--- src/hdl/psu_pkg.sv ---
// Shared types and constants for the PNG scanline unfilter.
package psu_pkg;

    localparam int CFG_INDEX_W = 2;
    localparam int CFG_DATA_W  = 16;

    localparam logic [CFG_INDEX_W-1:0] REG_PIXEL_BYTES = 2'd0;
    localparam logic [CFG_INDEX_W-1:0] REG_LINE_BYTES  = 2'd1;
    localparam logic [CFG_INDEX_W-1:0] REG_ROW_COUNT   = 2'd2;

    localparam logic [3:0]  PIXEL_BYTES_RESET = 4'd4;
    localparam logic [14:0] LINE_BYTES_RESET  = 15'd16384;
    localparam logic [15:0] ROW_COUNT_RESET   = 16'd1;

    typedef enum logic [2:0] {
        FILT_NONE  = 3'd0,
        FILT_SUB   = 3'd1,
        FILT_UP    = 3'd2,
        FILT_AVG   = 3'd3,
        FILT_PAETH = 3'd4,
        FILT_BAD   = 3'd5
    } psu_filter_t;

    typedef struct packed {
        logic [7:0] pixel_byte;
        logic       line_end;
        logic       image_end;
        logic       bad_filter;
    } psu_result_t;

endpackage

--- src/hdl/psu_recon.sv ---
// Byte reconstruction for the five PNG filter types, Paeth predictor included.
module psu_recon (
    input  psu_pkg::psu_filter_t filter,
    input  logic [7:0]           filt_byte,
    input  logic [7:0]           a,
    input  logic [7:0]           b,
    input  logic [7:0]           c,
    output logic [7:0]           recon
);

    import psu_pkg::*;

    logic signed [9:0] sa, sb, sc;
    logic signed [9:0] diff_a, diff_b, diff_c;
    logic [9:0]        dist_a, dist_b, dist_c;
    logic [7:0]        paeth;
    logic [8:0]        avg_sum;

    always_comb
    begin
        sa = signed'({2'b00, a});
        sb = signed'({2'b00, b});
        sc = signed'({2'b00, c});
        diff_a = sb - sc;
        diff_b = sa - sc;
        diff_c = sa + sb - (sc <<< 1);
        dist_a = diff_a[9] ? unsigned'(-diff_a) : unsigned'(diff_a);
        dist_b = diff_b[9] ? unsigned'(-diff_b) : unsigned'(diff_b);
        dist_c = diff_c[9] ? unsigned'(-diff_c) : unsigned'(diff_c);
        if (dist_a <= dist_b && dist_a <= dist_c)
        begin
            paeth = a;
        end
        else if (dist_b <= dist_c)
        begin
            paeth = b;
        end
        else
        begin
            paeth = c;
        end
        avg_sum = {1'b0, a} + {1'b0, b};
    end

    always_comb
    begin
        unique case (filter)
            FILT_SUB:   recon = filt_byte + a;
            FILT_UP:    recon = filt_byte + b;
            FILT_AVG:   recon = filt_byte + avg_sum[8:1];
            FILT_PAETH: recon = filt_byte + paeth;
            default:    recon = filt_byte;
        endcase
    end

endmodule
--- config.mk ---
export PLATFORM = sky130hd
export DESIGN_NAME = psu_recon
export DESIGN_NICKNAME = d
export VERILOG_FILES = /design/src/hdl/psu_pkg.sv /design/src/hdl/psu_recon.sv
export SDC_FILE = /design/constraint.sdc
export NUM_CORES = 1
export LEC_CHECK = 0
export ABC_AREA = 1
export BUFFER_PORTS_ARGS = -buffer_cell sky130_fd_sc_hd__buf_2
export CAP_MARGIN = 20
export CORE_MARGIN = 2
export CORE_UTILIZATION = 54
export DETAILED_ROUTE_END_ITERATION = 10
export PLACE_DENSITY = 0.82
export SLEW_MARGIN = 20
export SYNTH_ARGS = -nofsm -noshare
export SYNTH_HDL_FRONTEND = slang
export SYNTH_SLANG_ARGS = --single-unit
--- constraint.sdc ---
create_clock -name vclk -period 9.5
set_input_delay 1.9 -clock vclk [all_inputs]
set_output_delay 1.9 -clock vclk [all_outputs]
set_load 0.03 [all_outputs]
==> reports/metrics.yaml <==
logic_synthesis:
  synthCells: 617
  synth_compound_area_frac: 0.146
  netlist.area_leader.share: 0.234
  synthTopCellsByArea: "ha_1 23%, inv_1 14%, nand2_1 13%"
  synthSimpleGateAreaFrac: 0.340
  yosys.area.top_type: "ha_1"
  ys_warn_count: 0
  syn_avg_cell_area_sq_um: 6.06
  synthTopCellsByCount: "136 x inv_1, 131 x nand2_1, 70 x ha_1"
  synth_cell_type_count: 40
  ys_seq_area_frac: 0
  synthMuxAreaShare: 0
  yosys.area_share.xor_xnor: 0.0703
  synth_top_family_by_area: "simple AND/OR/NAND/NOR gates"
  synth_fa_ha_area_frac: 0.293
  synth_most_common_cell: "inv_1"
  synth_area_sq_um: 3740
setup_path:
  worst-path-stages: 43
  crit_arrival_ns: 7.69
  cp_top_family: "simple AND/OR/NAND/NOR gates"
  crit_path_max_fanout: 5
  crit_path_end_kind: "output pin"
  slowest_stage: "fa_2"
  start_kind: "input pin"
  path_class: "input pin to output pin"
  required_ns: 7.60
  endpoint: "recon[7]"
  crit_buf_inv: 10
  cpMostUsedCell: "nor2_1"
  cpPeakStageDelay_ns: 0.45
  cp-startpoint: "a[0]"
global_routing:
  overflow: 0
  antenna_found_initial: 0
  grt_pass1_vias: 3967
  grt_first_pass_wirelength_microns: 17200
  grt_max_degree: 16
  track_usage: 0.275
timing:
  hold_ws_ns: 4.13
  fin_crit_sh: 1.01
  tightestPinTransition_ns: 0.875
  hold_violations: 0
  setup_slack_ns: -0.0927
  fmax_ghz: 0.104
  finalSetupViolations: 1
  min_period_ns: 9.59
  drv_slew: 0
  finalSetupTns_ns: -0.0927
  slew_headroom: 0.412
  rsz0062_at_grt: "yes"
layout:
  diodes: 0
  seqCellArea_sq_um: 0
  seq_cell_count: 0
  nClkBuffers: 0
  final_layout_size_suffix_gt1_frac: 0.269
  fillers: 514
  num-nets-final: 810
  fin_util: 0.698
  synthToLayoutAreaGrowth_pct: 26.1
  final_cell_count_no_fill: 772
detailed_routing:
  drt_wl_total_microns: 12200
  vias_per_cell: 5.79
  vias: 4467
  dr.pass1.iters: 6
  drc: 0
  ant_nets: 0
  wl_per_cell_microns: 15.7
  dr.first_iter.drc_count: 289
run_status:
  status: "complete, but fails checks"
  violations: "setup timing"
die:
  io_pins: 43
  die_h_microns: 87.2
  rows: 30
  core_sq_um: 6760
  fp.dieArea_sq_um: 7610
  die_x_microns: 87.2
  initial_utilization: 0.554
place:
  dp_hpwl_microns: 9030
  io_buffers: 43
  gp_congestion: 0.924
  dp.cells: 755
  preCtsSetupSlack_ns: -0.0127
power:
  powerDensity_nw_per_um2: 141
  peakVddDrop_uv: 67.7
  power_leakage_nw: 2.61
min_path:
  worst_hold_path_type: "input pin to output pin"
job:
  drv_cap: 0
==> how the worst min path moves through the flow <==
| stage | startpoint | end | slack, ns | depth (start not counted) |
|---|---|---|---|---|
| global placement | filt_byte[7] | recon[7] | 4.15 | 4 |
| global route | filt_byte[7] | recon[7] | 4.17 | 4 |
| CTS | filt_byte[7] | recon[7] | 4.18 | 4 |
| detailed placement | filt_byte[7] | recon[7] | 4.18 | 4 |
| floorplan | filt_byte[7] | recon[7] | 4.02 | 2 |
| finish | filt_byte[7] | recon[7] | 4.13 | 4 |
==> per-layer routing <==
layer / GRT usage / routed length [microns] / share of wire
met5: 0 / 0 / 0
met4: 0.131 / 787 / 0.065
met3: 0.0171 / 636 / 0.052
met2: 0.518 / 6250 / 0.51
met1: 0.312 / 4480 / 0.37
==> report_power, final <==
| group | internal, mW | switching [mW] |
|---|---|---|
| combinational | 0.263 | 0.399 |
| sequential | 0 | 0 |
| clock | 0 | 0 |
==> per-stage QoR <==
stage	area, sq um	power [mW]
floorplan	3750	0.405
global placement	4160	0.517
detailed placement	4160	0.540
CTS	4170	0.545
global route	4710	0.726
finish	4710	0.663
==> kinds of logic after synthesis <==
logic type | count (synthesis)
AOI/OAI and AO/OA | 79
xor gates and xnor gates | 30
adders and majority gates | 81
buffers and inverters | 144
other | 2
and+or+nand+nor | 281
==> repair_timing <==
item,4_1_cts,5_1_grt
hold buffers,0,0
cloned,0,0
pin swaps,0,72
setup buffers,0,17
gates resized for setup,4,103
setup endpoints to repair,2,4
==> tightest hold or removal path, cell delays in order <==
cell and delay, ns:
buf_2 0.09, nand2_1 0.05, nand2_1 0.07, buf_6 0.13
==> cell usage in the layout (no fill, tap or decap), types with 6 or more instances in the layout <==
master / instances
a21oi_1: 23
a21oi_2: 6
a41oi_2: 7
buf_2: 33
buf_4: 39
fa_1: 9
ha_1: 57
ha_4: 11
inv_1: 117
inv_2: 21
nand2_1: 124
nand2_2: 13
nand3_1: 37
nand3_2: 9
nand4_1: 16
nor2_1: 53
nor3_2: 7
o211ai_1: 6
o21ai_0: 14
xor2_1: 20
==> layout make-up <==
class,instances,area [sq um],share of cell area
inverter,140,531,0.113
multi-input combinational,475,3560,0.756
tap,80,100,0.0212
timing repair buffer,77,522,0.111
(Power assumes the default switching activity.)
